==> src/rtl/core/vfc_pkg.sv <==
// ----------------------------------------------------------------------------
// vfc_pkg
// Shared types and constants of the video frame crop stream core.
// ----------------------------------------------------------------------------
package vfc_pkg;

  localparam int ColW = 17;   // byte column bounds, with lookahead margin
  localparam int RowW = 14;   // row bounds

  localparam int QDepth = 4;
  localparam int QAw    = 2;

  localparam logic [2:0] REG_TRIM_LEFT   = 3'd0;
  localparam logic [2:0] REG_TRIM_TOP    = 3'd1;
  localparam logic [2:0] REG_OUT_WIDTH   = 3'd2;
  localparam logic [2:0] REG_OUT_HEIGHT  = 3'd3;
  localparam logic [2:0] REG_BYTES_PIXEL = 3'd4;
  localparam logic [2:0] REG_LAYOUT      = 3'd5;
  localparam logic [2:0] REG_LUMA_OFFSET = 3'd6;

  localparam logic [1:0] LAYOUT_SIMPLE = 2'd0;
  localparam logic [1:0] LAYOUT_422    = 2'd1;
  localparam logic [1:0] LAYOUT_PLANAR = 2'd2;

  localparam logic [1:0] PLANE_LUMA = 2'd0;
  localparam logic [1:0] PLANE_V    = 2'd2;
  localparam logic [1:0] PLANE_NONE = 2'd3;

  // Window bounds for one plane, in bytes and rows
  typedef struct packed {
    logic [ColW-1:0] left;
    logic [ColW-1:0] left2;     // left + 2
    logic [ColW-1:0] end_col;   // left + width
    logic [ColW-1:0] end2;      // left + width + 2
    logic            nz;        // width is not zero
    logic [11:0]     top;
    logic [RowW-1:0] top_end;   // top + height
  } win_t;

  typedef struct packed {
    win_t pk;        // packed layouts
    win_t ly;        // planar luma
    win_t ch;        // planar chroma
    logic planar;
    logic odd422;
    logic luma_offset;
  } crop_cfg_t;

  typedef struct packed {
    logic [7:0] data;
    logic [1:0] plane;
    logic       row_end;
    logic       frame_end;
  } item_t;

endpackage

==> src/rtl/core/vfc_cfg.sv <==
// ----------------------------------------------------------------------------
// vfc_cfg
// Configuration registers and registered window bounds per plane.
// ----------------------------------------------------------------------------
module vfc_cfg #(
  parameter int MAX_DIM = 4096
) (
  input  logic                clk,
  input  logic                rst,
  input  logic                cfg_valid,
  output logic                cfg_ready,
  input  logic [2:0]          cfg_index,
  input  logic [12:0]         cfg_data,
  output vfc_pkg::crop_cfg_t  win,
  output logic                busy
);
  import vfc_pkg::*;

  localparam logic [13:0] DimCap = 14'(MAX_DIM);

  logic [11:0] trim_left;
  logic [11:0] trim_top;
  logic [12:0] out_width;
  logic [12:0] out_height;
  logic [2:0]  bytes_per_pixel;
  logic [1:0]  layout_mode;
  logic        luma_offset;

  logic [13:0]     w_cl;
  logic [13:0]     h_cl;
  logic [11:0]     pk_px;
  logic [ColW-1:0] pk_left;
  logic [ColW-1:0] pk_width;
  crop_cfg_t       win_next;

  function automatic win_t make_win(input logic [ColW-1:0] left,
                                    input logic [ColW-1:0] width,
                                    input logic [11:0]     top,
                                    input logic [13:0]     height);
    win_t v;
    v.left    = left;
    v.left2   = left + ColW'(2);
    v.end_col = left + width;
    v.end2    = left + width + ColW'(2);
    v.nz      = (width != '0);
    v.top     = top;
    v.top_end = RowW'(top) + RowW'(height);
    return v;
  endfunction

  assign cfg_ready = 1'b1;

  always_ff @(posedge clk) begin
    if (rst) begin
      trim_left       <= '0;
      trim_top        <= '0;
      out_width       <= 13'd1;
      out_height      <= 13'd1;
      bytes_per_pixel <= 3'd1;
      layout_mode     <= LAYOUT_SIMPLE;
      luma_offset     <= 1'b0;
    end else if (cfg_valid) begin
      unique case (cfg_index)
        REG_TRIM_LEFT:   trim_left       <= cfg_data[11:0];
        REG_TRIM_TOP:    trim_top        <= cfg_data[11:0];
        REG_OUT_WIDTH:   out_width       <= cfg_data;
        REG_OUT_HEIGHT:  out_height      <= cfg_data;
        REG_BYTES_PIXEL: bytes_per_pixel <= cfg_data[2:0];
        REG_LAYOUT:      layout_mode     <= cfg_data[1:0];
        REG_LUMA_OFFSET: luma_offset     <= cfg_data[0];
        default: ;
      endcase
    end
  end

  always_comb begin
    w_cl  = ({1'b0, out_width}  > DimCap) ? DimCap : {1'b0, out_width};
    h_cl  = ({1'b0, out_height} > DimCap) ? DimCap : {1'b0, out_height};
    pk_px = (layout_mode == LAYOUT_422) ? {trim_left[11:1], 1'b0} : trim_left;
    pk_left  = ColW'(pk_px) * ColW'(bytes_per_pixel);
    pk_width = ColW'(w_cl) * ColW'(bytes_per_pixel);

    win_next.pk = make_win(pk_left, pk_width, trim_top, h_cl);
    win_next.ly = make_win(ColW'(trim_left), ColW'(w_cl), trim_top, h_cl);
    win_next.ch = make_win(ColW'(trim_left[11:1]),
                           ColW'((w_cl + 14'd1) >> 1),
                           {1'b0, trim_top[11:1]},
                           (h_cl + 14'd1) >> 1);
    win_next.planar      = (layout_mode == LAYOUT_PLANAR);
    win_next.odd422      = (layout_mode == LAYOUT_422) && trim_left[0];
    win_next.luma_offset = luma_offset;
  end

  // bounds are registered and settle in the cycle after any register change
  always_ff @(posedge clk) begin
    win  <= win_next;
    busy <= rst | (cfg_valid & cfg_ready);
  end

endmodule

==> src/rtl/core/vfc_front.sv <==
// ----------------------------------------------------------------------------
// vfc_front
// Position counters, window test and 4:2:2 lookahead; one decision per item.
// ----------------------------------------------------------------------------
module vfc_front (
  input  logic               clk,
  input  logic               rst,
  input  logic               in_fire,
  input  vfc_pkg::item_t     in_item,
  input  vfc_pkg::crop_cfg_t win,
  output logic               push,
  output vfc_pkg::item_t     push_item
);
  import vfc_pkg::*;

  localparam logic [14:0] ColMax = '1;
  localparam logic [12:0] RowMax = '1;

  logic [14:0] col;
  logic [12:0] row;
  logic [1:0]  cur_plane;
  logic [7:0]  lb0;
  logic [7:0]  lb1;
  logic [1:0]  fill;

  logic [14:0] col_next;
  logic [12:0] row_next;
  logic [1:0]  cur_plane_next;
  logic [7:0]  lb0_next;
  logic [7:0]  lb1_next;
  logic [1:0]  fill_next;

  logic            chg;
  logic [14:0]     c;
  logic [12:0]     r;
  logic [1:0]      fill_a;
  logic [1:0]      fill_b;
  logic [1:0]      pl;
  win_t            ws;
  logic            plane_ok;
  logic            in_rows;
  logic            active;
  logic            last_row;
  logic            last_plane;
  logic [ColW-1:0] c17;
  logic            hit;
  logic            emit;
  logic            last_col;
  logic            luma;
  logic            brk;

  always_comb begin
    chg    = win.planar && (in_item.plane != cur_plane);
    c      = chg ? '0 : col;
    r      = chg ? '0 : row;
    fill_a = chg ? '0 : fill;
    pl     = win.planar ? in_item.plane : PLANE_LUMA;

    if (!win.planar)               ws = win.pk;
    else if (pl == PLANE_LUMA)     ws = win.ly;
    else                           ws = win.ch;
    plane_ok   = !win.planar || (pl != PLANE_NONE);
    last_plane = !win.planar || (pl == PLANE_V);

    in_rows  = ({1'b0, r} >= RowW'(ws.top)) && ({1'b0, r} < ws.top_end);
    active   = in_rows && ws.nz && plane_ok;
    last_row = ({1'b0, r} + RowW'(1)) == ws.top_end;
    c17      = ColW'(c);

    push      = 1'b0;
    push_item = '0;
    lb0_next  = lb0;
    lb1_next  = lb1;
    fill_b    = fill_a;
    hit       = 1'b0;
    emit      = 1'b0;
    last_col  = 1'b0;
    luma      = 1'b0;

    if (active && !win.odd422) begin
      hit      = (c17 >= ws.left) && (c17 < ws.end_col);
      last_col = (c17 + ColW'(1)) == ws.end_col;
      push     = in_fire && hit;
      push_item.data      = in_item.data;
      push_item.plane     = pl;
      push_item.row_end   = last_col;
      push_item.frame_end = last_col && last_plane && last_row;
    end else if (active) begin
      // odd-left 4:2:2: luma comes two bytes later, chroma from the delay line
      if (c17 == ws.left) fill_b = '0;
      emit     = (c17 >= ws.left2) && (c17 < ws.end2) && (fill_b != '0);
      last_col = (c17 + ColW'(1)) == ws.end2;
      luma     = (c[0] == win.luma_offset);
      push     = in_fire && emit;
      push_item.data      = luma ? in_item.data : lb0;
      push_item.plane     = PLANE_LUMA;
      push_item.row_end   = last_col;
      push_item.frame_end = last_col && last_row;
      if (emit) begin
        lb0_next = lb1;
        fill_b   = fill_b - 2'd1;
      end
      if ((c17 >= ws.left) && (c17 < ws.end_col) && (fill_b != 2'd2)) begin
        if (fill_b == 2'd0) lb0_next = in_item.data;
        else                lb1_next = in_item.data;
        fill_b = fill_b + 2'd1;
      end
    end

    brk = in_item.row_end || in_item.frame_end;
    col_next  = brk ? '0 : ((c == ColMax) ? c : c + 15'd1);
    fill_next = brk ? '0 : fill_b;
    if (in_item.frame_end)      row_next = '0;
    else if (in_item.row_end)   row_next = (r == RowMax) ? r : r + 13'd1;
    else                        row_next = r;
    if (in_item.frame_end)      cur_plane_next = PLANE_LUMA;
    else if (chg)               cur_plane_next = in_item.plane;
    else                        cur_plane_next = cur_plane;
  end

  always_ff @(posedge clk) begin
    if (rst) begin
      col       <= '0;
      row       <= '0;
      cur_plane <= PLANE_LUMA;
      lb0       <= '0;
      lb1       <= '0;
      fill      <= '0;
    end else if (in_fire) begin
      col       <= col_next;
      row       <= row_next;
      cur_plane <= cur_plane_next;
      lb0       <= lb0_next;
      lb1       <= lb1_next;
      fill      <= fill_next;
    end
  end

endmodule

==> src/rtl/core/vfc_queue.sv <==
// ----------------------------------------------------------------------------
// vfc_queue
// Small result queue that drives the output channel.
// ----------------------------------------------------------------------------
module vfc_queue (
  input  logic                    clk,
  input  logic                    rst,
  input  logic                    push,
  input  vfc_pkg::item_t          push_item,
  input  logic                    pop_ready,
  output logic                    out_valid,
  output vfc_pkg::item_t          out_item,
  output logic                    space,
  output logic [vfc_pkg::QAw:0]   level
);
  import vfc_pkg::*;

  item_t          mem [QDepth];
  logic [QAw-1:0] wr_ptr;
  logic [QAw-1:0] rd_ptr;
  logic           pop;

  assign out_valid = (level != '0);
  assign out_item  = mem[rd_ptr];
  assign pop       = out_valid && pop_ready;
  assign space     = (level != (QAw+1)'(QDepth));

  always_ff @(posedge clk) begin
    if (push) mem[wr_ptr] <= push_item;
  end

  always_ff @(posedge clk) begin
    if (rst) begin
      wr_ptr <= '0;
      rd_ptr <= '0;
      level  <= '0;
    end else begin
      if (push) wr_ptr <= wr_ptr + QAw'(1);
      if (pop)  rd_ptr <= rd_ptr + QAw'(1);
      level <= level + (QAw+1)'(push) - (QAw+1)'(pop);
    end
  end

endmodule

==> src/rtl/core/video_frame_crop_stream_core.sv <==
// ----------------------------------------------------------------------------
// video_frame_crop_stream_core
// Crop window over a raster byte stream of raw video frames.
// ----------------------------------------------------------------------------
// Takes one byte per clock while the input is not stalled, and forwards only
// the bytes that fall inside the crop window. The front stage decides each
// byte in the cycle it is accepted; a kept byte lands in a 4-entry queue and
// shows on the m_ side in the next cycle when that queue was empty.
// The input stalls only when that queue is full, in the cycle after each
// configuration write while the window bounds are recomputed, and in the cycle
// after reset. With an odd left trim in packed 4:2:2 the luma bytes are taken
// from two bytes further on, so each kept byte leaves two input bytes after
// its window position; window bytes still in the delay when a row ends early
// are dropped. Layout 3 acts as packed simple. Output frame end is flagged
// only on the last byte of the last window row (of plane 2 in planar mode).
// ----------------------------------------------------------------------------
module video_frame_crop_stream_core #(
  parameter int MAX_DIM = 4096
) (
  input  logic        clk,
  input  logic        rst,
  // input bytes
  input  logic        s_tvalid,
  output logic        s_tready,
  input  logic [7:0]  s_tdata,   // [7:0] pixel_byte
  input  logic        s_tlast,   // row_end
  input  logic [2:0]  s_tuser,   // [1:0] plane_index, [2] frame_end
  // cropped bytes
  output logic        m_tvalid,
  input  logic        m_tready,
  output logic [7:0]  m_tdata,   // [7:0] out_byte
  output logic        m_tlast,   // out_row_end
  output logic [2:0]  m_tuser,   // [1:0] out_plane, [2] out_frame_end
  // register writes
  input  logic        cfg_valid,
  output logic        cfg_ready,
  input  logic [2:0]  cfg_index,
  input  logic [12:0] cfg_data
);
  import vfc_pkg::*;

  crop_cfg_t    win;
  logic         cfg_busy;
  logic         in_fire;
  item_t        in_item;
  logic         push;
  item_t        push_item;
  item_t        out_item;
  logic         q_space;
  logic [QAw:0] q_level;

  // front can produce at most one result per item, so one free slot suffices
  assign s_tready = q_space && !cfg_busy;
  assign in_fire  = s_tvalid && s_tready;

  assign in_item.data      = s_tdata;
  assign in_item.plane     = s_tuser[1:0];
  assign in_item.row_end   = s_tlast;
  assign in_item.frame_end = s_tuser[2];

  vfc_cfg #(
    .MAX_DIM(MAX_DIM)
  ) u_cfg (
    .clk       (clk),
    .rst       (rst),
    .cfg_valid (cfg_valid),
    .cfg_ready (cfg_ready),
    .cfg_index (cfg_index),
    .cfg_data  (cfg_data),
    .win       (win),
    .busy      (cfg_busy)
  );

  vfc_front u_front (
    .clk       (clk),
    .rst       (rst),
    .in_fire   (in_fire),
    .in_item   (in_item),
    .win       (win),
    .push      (push),
    .push_item (push_item)
  );

  vfc_queue u_queue (
    .clk       (clk),
    .rst       (rst),
    .push      (push),
    .push_item (push_item),
    .pop_ready (m_tready),
    .out_valid (m_tvalid),
    .out_item  (out_item),
    .space     (q_space),
    .level     (q_level)
  );

  assign m_tdata = out_item.data;
  assign m_tlast = out_item.row_end;
  assign m_tuser = {out_item.frame_end, out_item.plane};

  // a result enters the queue only for an accepted item
  a_push_on_accept: assert property (@(posedge clk) disable iff (rst)
    push |-> in_fire)
    else $error("result pushed without an accepted item");

  // queue never holds more than its depth
  a_no_overflow: assert property (@(posedge clk) disable iff (rst)
    q_level <= (QAw+1)'(QDepth))
    else $error("result queue overflow");

  // bounds are recomputed before the next item is taken
  a_cfg_settle: assert property (@(posedge clk) disable iff (rst)
    (cfg_valid && cfg_ready) |=> !in_fire)
    else $error("item accepted before window bounds settled");

  // the frame end mark only sits on the last byte of a row
  a_frame_end_row: assert property (@(posedge clk) disable iff (rst)
    (m_tvalid && m_tuser[2]) |-> m_tlast)
    else $error("frame end without row end");

endmodule
==> config.mk <==
export PLATFORM = sky130hd
export DESIGN_NAME = video_frame_crop_stream_core
export DESIGN_NICKNAME = d
export VERILOG_FILES = /design/src/rtl/core/vfc_pkg.sv /design/src/rtl/core/vfc_cfg.sv /design/src/rtl/core/vfc_front.sv /design/src/rtl/core/vfc_queue.sv /design/src/rtl/core/video_frame_crop_stream_core.sv
export SDC_FILE = /design/constraint.sdc
export NUM_CORES = 1
export LEC_CHECK = 0
export BUFFER_PORTS_ARGS = -buffer_cell sky130_fd_sc_hd__buf_2
export CORE_MARGIN = 2
export CORE_UTILIZATION = 60
export DETAILED_ROUTE_END_ITERATION = 8
export PLACE_DENSITY = 0.77
export SLEW_MARGIN = 40
export SYNTH_ARGS = -nofsm -noshare
export SYNTH_HDL_FRONTEND = slang
export SYNTH_SLANG_ARGS = --single-unit
==> constraint.sdc <==
create_clock -name clk -period 10.7 [get_ports clk]
set_clock_uncertainty 0.1 [all_clocks]
set_input_delay 2.14 -clock clk [delete_from_list [all_inputs] [get_ports clk]]
set_output_delay 2.14 -clock clk [all_outputs]
set_load 0.05 [all_outputs]
## Yosys cells after proc, flatten, opt, wreduce, memory -nomap -nowiden

Memory sizes are Yosys's and may differ from the RTL's. A register that Yosys moved wholly into a read port is not among the register bits.
Index checks and enable logic that the tools add are counted.

- Memories: 1
- Input bits: 33
- Output and inout port bits: 15
- Bits in writable memories: 48
- Bits in registers: 360
- Bits in latches: 0
- ROM bits: 0
- Logic and storage cells: 177

Memory list:

| memory | words | bits a word | read ports | clocked after Yosys merged registers in | write ports | RTL line | text |
|---|---|---|---|---|---|---|---|
| u_queue.mem | 4 | 12 | 1 | 1 | 1 | vfc_queue.sv:18 | `item_t mem [QDepth];` |

- Order comparisons: 8
- Shifts and indexed selects: 0
- Div/mod/pow operators: 0
- Reductions and logical operators: 43
- Equality and inequality tests: 20
- Multiplexer cells: 38
- Multipliers: 2
- Bitwise operators: 3
- Add/subtract/negate cells: 23

Operator list:

| kind | count |
|---|---|
| two-way mux 95 bit | 1 |
| two-way mux 90 bit | 1 |
| two-way mux 13 bit | 6 |
| adder 17 x 2 -> 17 bit, second input constant | 3 |
| two-way mux 15 bit | 3 |
| equality test 17 bit | 2 |
| >= comparator 15 x 17 -> 1 bit | 2 |
| less-than comparator 15 x 17 -> 1 bit | 2 |
| nonzero test 17 bit | 2 |
| two-way mux 2 bit | 16 |
| two-way mux 8 bit | 4 |
| > comparator 13 bit, second input constant | 2 |
| two-way mux 12 bit | 2 |
| logical AND 1 bit | 18 |
| adder 15 x 17 -> 17 bit | 1 |
| equality test 15 x 17 -> 1 bit | 1 |
| multiplier 14 x 3 -> 17 bit | 1 |
| adder 15 x 1 -> 16 bit, second input constant | 1 |
| adder 15 x 2 -> 16 bit, second input constant | 1 |
| AND reduction 2 bit | 8 |
| adder 11 x 14 -> 15 bit | 1 |
| adder 14 x 1 -> 15 bit, second input constant | 1 |
| adder 15 x 1 -> 15 bit, second input constant | 1 |
| equality test 15 bit, second input constant | 1 |
| 38 further kinds | 56 |

## Logic depth before layout (Yosys ltp)

Gate-level depths: netlist (run 1).

- Depth in word-level cells: 21
- Depth in mapped cells: 25
- Mapped depth without buffers: 23

## By module

A second synthesis (run 1) with hierarchy kept.

- Cell total of the unflattened synthesis: 2,737
- Area total of the unflattened synthesis: 23,516.3 µm²

By module, submodules not included:

| module | area each (µm²) | cells an instance | instances |
|---|---|---|---|
| vfc_cfg | 13,397.8 | 1,503 | 1 |
| vfc_front | 7,900.1 | 1,124 | 1 |
| vfc_queue | 2,203.4 | 108 | 1 |
| video_frame_crop_stream_core | 15.0 | 2 | 1 |

## Least setup slack after synthesis (run 1)

Ideal clock, no wire load.

- Path type: input-to-reg
- From: input port s_tuser[1]
- To: register u_front.lb0[0]
- Required time: 10.520 ns
- Cell stages on the path: 18
- Arrival: 6.548 ns
- Path buffers: 3
- Path slack: 3.972 ns
- Setup time: 0.080 ns
- Cell sequence: xor2_1 o21ai_2 clkbuf_1 clkbuf_1 clkbuf_1 and2_1 ha_1 a21o_1 a21o_1 a2111oi_0 o21ai_0 o22ai_1 o2111ai_1 xnor2_1 ha_1 o2111ai_1 a2111o_1 a22oi_1

- Cells in the longest elaborated chain, start to end: 16

RTL lines:

| item | RTL line | text |
|---|---|---|
| start: declaration | video_frame_crop_stream_core.sv:27 | `input logic [2:0] s_tuser,` |
| branches (longest 16 deep; another with subtractor 2 x 1 -> 2 bit) | n/a |  |
| end signal: assignment | vfc_front.sv:133 | `lb0 <= lb0_next;` |
| end: declaration | vfc_front.sv:22 | `logic [7:0] lb0;` |

Parallel ways; which one is timed is not known. The select of a mux whose other input is x is not followed.
A chain may end at the register's enable or synchronous reset.

## Final worst setup path (run 1)

- From: input port s_tuser[1]
- To: register u_front.lb1[4]

- Cells in the longest elaborated chain, start to end: 16

RTL lines:

| item | RTL line | text |
|---|---|---|
| branches (longest 15 deep; another with subtractor 2 x 1 -> 2 bit) | n/a |  |
| AND reduction 5 bit (no source line) (*) | n/a |  |
| end signal: assignment | vfc_front.sv:134 | `lb1 <= lb1_next;` |
| end: declaration | vfc_front.sv:23 | `logic [7:0] lb1;` |

Mark *: on every way between the ends. The select of a mux whose other input is x is not followed.

==> metrics.cfg, run 1 <==
[floorplanning]
die_area_um2 = 37350
initial_core_util_pct = 60.71
die_width_um = 193.3
coreArea_um2 = 35400
ios = 48
die_y_um = 193.3
rows = 69

[final_layout]
drive_above_1_share_pct = 7.458
fillCellCount = 2921
areaGrowthSynthToFinish_pct = 9.182
nets = 2693
stdcell_area_um2 = 23460
fin_cells = 2929

[clocking]
cts_buffers = 39
root_buffer = clkbuf_16
cts-resized-gates = 0
cts.sinks = 362
post_cts_buffers = 0
tritoncts = built
postCtsHoldBufs = 0
cts_buffer_depth = 3
clk_latency_ns = 0.56
h-tree-depth = 2
clkTransAtPathRegs_ns = 0.07

[sta]
slew_viol_final = 0
setup_tns_ns = 0
hold_violations = 0
holdWs_ns = 0.2411
max_freq_mhz = 136.7
slew_headroom_pct = 45.02
tightest_slew_ns = 0.8248
fin_crit_ns = 7.318
rsz0062_at_grt = no
period_share_pct = 68.39
setup_viol = 0

[synthesis]
synthCells = 2434
synth-main-ff-cell = dfxtp_1
ys_types = 84
async_reset_ff_share_pct = 0
ys_seq_area_share_pct = 35.96
synth_area_um2 = 21490
avgSynthCellArea_um2 = 8.829
yosys_warnings = 0
synth_edf_count = 48
yosys_register_bits = 362

[worst_setup_path]
crit_path_max_fanout = 61
required_ns = 10.99
max_stage_delay_ns = 0.67
arrival_ns = 7.61
end_kind = flop
critPathBufInv = 5
critPathTopFamily = compound AO/OA/AOI/OAI gates
crit_chain = buf_2 > buf_4 > xor2_1 > o21ai_4 > buf_4 > and2_1 > ha_1 > a21o_1 > a21o_1 > a2111oi_0 > o21ai_0 > o22ai_1 > o2111ai_1 > mux2_2 > inv_1 > ha_1 > inv_1 > o211ai_1 > nor4_4 > mux2i_1 > nor2_1
critPathLaunchType = input pin
path_class = in -> reg
cp_slowest_cell = nor4_4

[place]
dp_cells = 2858
place_area_um2 = 22060
globalplace.congestion = 0.9413
io_buffer_count = 46
hpwl_um = 44480

[route]
routedWlPerCell_um = 20.17
viasPerCell = 6.098
vias = 17860
drt.antenna.violating_nets = 0
firstDrtPassIters = 5
drt_iter0_drc = 1408
route.detailed.drc = 0
wl_um = 59070

[global_route]
grt_max_degree = 103
grt_pass1_vias = 17070
gr-total-overflow = 0
track_usage_pct = 31.08
grt_pass1_wl_um = 92520
antenna_found_initial = 0

[power_and_ir_drop]
total_power_mw = 3.312
ir_drop_mv = 0.1557
power_density_nw_per_um2 = 141.2
leakagePower_nw = 10.15

[outcome]
status = complete, no violations

[flow_run]
maxCapViolations = 0

[min_path]
hold_path_class = reg -> reg

==> cell families after synthesis <==
logic type	after synthesis	synth area share (%)
and+or+nand+nor	804	17.97
xor gates and xnor gates	212	8.774
DFF	362	35.96
buffers and inverters	207	3.691
other	2	0.03495
AOI/OAI and AO/OA	567	16.20
adders and majority gates	222	13.94
muxes	58	3.429
==> worst register-to-register path, stage by stage, from the launching register on <==
cell	delay [ns]
dfxtp_1	0.54
nor2b_1	0.58
nand2_1	0.18
fa_1	0.56
inv_1	0.04
ha_1	0.24
fa_1	0.41
a21o_1	0.19
a21oi_1	0.21
xnor2_1	0.16
ha_1	0.26
or3_1	0.42
o311ai_1	0.41
nand2b_1	0.12
xor2_1	0.61
and3_1	0.34
nand2_1	0.14
nor3b_1	0.27
xnor2_1	0.14
==> per-stage QoR <==
| stage | util, % | setup slack (ns) |
|---|---|---|
| after floorplan | - | 3.972 |
| after global routing | 66.28 | 2.925 |
| after detailed placement | 62.32 | 2.646 |
| after CTS | 66.18 | 3.177 |
| final | 66.28 | 3.382 |
| after global placement | 62.27 | 2.890 |
==> synth_stat cells, drive strengths merged (14+ instances only) <==
master | instances | area [µm²]
nand2 | 319 | 1197
dfxtp | 314 | 6286
a21oi | 232 | 1165
ha | 193 | 2415
nor2 | 141 | 531.8
xnor2 | 125 | 1095
o21ai | 122 | 614.3
inv | 105 | 394.1
xor2 | 85 | 744.5
clkbuf | 81 | 304.0
nand3 | 66 | 330.3
and2 | 55 | 344.1
edfxtp | 48 | 1441
mux2i | 41 | 410.4
nor2b | 41 | 256.5
a21o | 34 | 255.2
and3 | 31 | 193.9
nor3 | 31 | 155.2
fa | 29 | 580.6
o21a | 23 | 172.7
nand4 | 22 | 137.6
buf | 21 | 95.08
nand2b | 20 | 125.1
o21bai | 18 | 135.1
nor4 | 17 | 127.6
a31o | 16 | 140.1
or3 | 14 | 87.58
==> flip-flops by register name (all words and copies together), names as in the netlist, 8 cells and up, named ones only <==
register / cells
u_front.col: 15
u_queue.mem: 48
u_front.lb0: 8
u_cfg.trim_top: 12
u_cfg.win: 200
u_cfg.out_height: 13
u_front.lb1: 8
u_cfg.out_width: 13
u_cfg.trim_left: 12
u_front.row: 13
==> metal layers <==
metal	vias to the layer above	global-route usage [%]	part of all wire [%]
met5	-	0	0
met1	8532	42.23	44
li1	8533	-	-
met2	662	49.83	45
met3	134	3.853	6.0
met4	0	13.91	4.8
==> where the power goes <==
group	switching, mW	total (mW)	internal, mW
logic	0.261	0.405	0.144
clock network	0.559	1.44	0.877
registers	0.0446	1.47	1.43
==> cell type report <==
cell class | count | area, µm² | share of cell area, %
clock buffers | 52 | 1109 | 4.725
flip-flops and latches | 362 | 7730 | 32.95
diodes | 1 | 2.502 | 0.01067
well taps | 461 | 576.8 | 2.458
inverters | 105 | 394.1 | 1.680
clock inverters | 18 | 257.7 | 1.099
multi-input cells | 1869 | 13040 | 55.58
repair buffers | 61 | 352.8 | 1.504
==> cells in the final DEF (no fill, tap or decap), types with 66 or more instances in the layout <==
cell,count
ha_1,193
xnor2_1,123
nor2_1,140
a21oi_1,231
nand2_1,319
xor2_1,84
inv_1,104
nand3_1,66
o21ai_0,111
dfxtp_1,312
==> worst paths after layout <==
path	start	endpoint	slack, ns	depth (start not counted)
hold reg to reg	u_cfg.luma_offset	u_cfg.win[0]	0.24	0
hold / removal	u_cfg.luma_offset	u_cfg.win[0]	0.24	0
setup / recovery	s_tuser[1]	u_front.lb1[4]	3.38	21
setup reg to reg	u_cfg.out_width[12]	u_cfg.win[235]	4.74	18
Note: power is estimated with default switching activity, not from simulation.
==> inputs of run 2 (changes only) <==
- CORE_UTILIZATION: 60 -> 58
- PLACE_DENSITY: 0.77 -> 0.78
- clock period: 10.7 -> 6.7 ns (I/O delays scaled with it)
==> metrics.cfg, run 2 (synthesis gave the netlist of run 1 again) <==
[outcome]
status = complete, no violations

[final_layout]
layout_commonest_cell = nand2_1
final_cell_mix = nand2_1, dfxtp_1, a21oi_1
top_register = u_cfg.win
multiInputGateArea_um2 = 13020
nets = 2705
drive_above_1_share_pct = 7.826
regArea_um2 = 7732
largestRegisters = u_cfg.win x200, u_queue.mem x48, u_front.col x15
stdcell_area_um2 = 23490
fillCellCount = 3010
largest_reg_flops = 200
areaGrowthSynthToFinish_pct = 9.287

[worst_setup_path]
critPathLaunchType = input pin
required_ns = 6.99
path_class = in -> reg
end_kind = flop
crit_path_max_fanout = 52
arrival_ns = 6.14

[min_path]
hold_path_class = reg -> reg

[floorplanning]
die_width_um = 196.5
die_y_um = 196.5
coreArea_um2 = 36520
initial_core_util_pct = 58.84
ios = 48
rows = 70
die_area_um2 = 38610

[route]
route.detailed.drc = 0
firstDrtPassIters = 5
drt_iter0_drc = 1479
routedWlPerCell_um = 19.73
vias = 17880
drt.antenna.violating_nets = 0
wl_um = 58190
viasPerCell = 6.064

[power_and_ir_drop]
power_density_nw_per_um2 = 220.4
leakagePower_nw = 10.17
ir_drop_mv = 0.1976

[flow_run]
maxCapViolations = 0

[sta]
slew_headroom_pct = 43.57
rsz0062_at_grt = no
setup_tns_ns = 0
slew_viol_final = 0
tightest_slew_ns = 0.8404
setup_viol = 0
hold_violations = 0
period_share_pct = 87.34
holdWs_ns = 0.2712
fin_crit_ns = 5.852
worst_slack_ns = 0.8482
max_freq_mhz = 170.9

[global_route]
grt_max_degree = 95
grt_pass1_wl_um = 91930
antenna_found_initial = 3
gr-total-overflow = 0
grt_pass1_vias = 17200
track_usage_pct = 30.20

[clocking]
cts-resized-gates = 0
cts_buffers = 39
post_cts_buffers = 0
cts.sinks = 362
postCtsHoldBufs = 0
tritoncts = built
clkTransAtPathRegs_ns = 0.06
h-tree-depth = 2
clk_latency_ns = 0.54
cts_buffer_depth = 3
root_buffer = clkbuf_16

[place]
hpwl_um = 44960
place_area_um2 = 22140
dp_slack_ns = 0.1799
globalplace.congestion = 0.9472
io_buffer_count = 46

==> run 2: cell types whose count changed in the layout (fill, tap and decap cells not counted), sizes merged <==
cell,before,now
buf,61,73
inv,106,109
bufinv,6,4
clkbuf,52,51
diode,1,2
==> run 2: critical path, cell delays in order <==
cell,delay (ns)
buf_2,0.21
buf_4,0.43
o21ai_0,0.16
a21oi_1,0.23
a21oi_1,0.14
ha_1,0.34
a21o_1,0.18
a21o_1,0.16
a2111oi_0,0.42
o21ai_0,0.17
o22ai_1,0.17
o2111ai_1,0.35
mux2_2,0.38
inv_1,0.06
ha_1,0.17
inv_1,0.07
o211ai_1,0.20
nor4_4,0.58
mux2i_1,0.29
nor2_1,0.07
==> run 2: per-layer routing <==
layer	vias up	GRT usage, %	share of wire (%)
li1	8584	-	-
met1	8452	40.90	44
met2	684	47.23	44
met3	160	4.073	6.4
met4	2	15.88	5.5
met5	-	0	0.014
==> run 2: through the flow <==
step | cells | power [mW] | util (%)
after floorplan | 2438 | 2.844 | -
after global placement | 2877 | 3.014 | 60.61
after detailed placement | 2877 | 3.027 | 60.62
after CTS | 2947 | 5.194 | 64.21
after global routing | 2949 | 5.345 | 64.30
final | 2949 | 5.177 | 64.30
==> run 2: final timing paths <==
check                           start             end  slack (ns)  depth (start not counted)
max                        s_tuser[0]  u_front.lb1[2]        0.85                         20
min                 u_cfg.luma_offset    u_cfg.win[0]        0.27                          0
max reg2reg  u_cfg.bytes_per_pixel[2]  u_cfg.win[235]        0.87                         21
min reg2reg         u_cfg.luma_offset    u_cfg.win[0]        0.27                          0
==> run 2: layout make-up <==
cell class                      instances  share of cell area [%]
Tap cell                              468                   2.493
Sequential cell                       362                   32.92
Antenna cell                            2                 0.02131
Clock inverter                         19                  0.9750
Clock buffer                           51                   4.608
Multi-Input combinational cell       1869                   55.43
Timing Repair Buffer                   73                   1.870
Inverter                              105                   1.678
==> run 2: report_power, final <==
part / internal (mW) / switching, mW / leakage, nW
combinational: 0.232 / 0.410 / 6.53
clock: 1.31 / 0.883 / 0.646
sequential: 2.28 / 0.0683 / 2.99
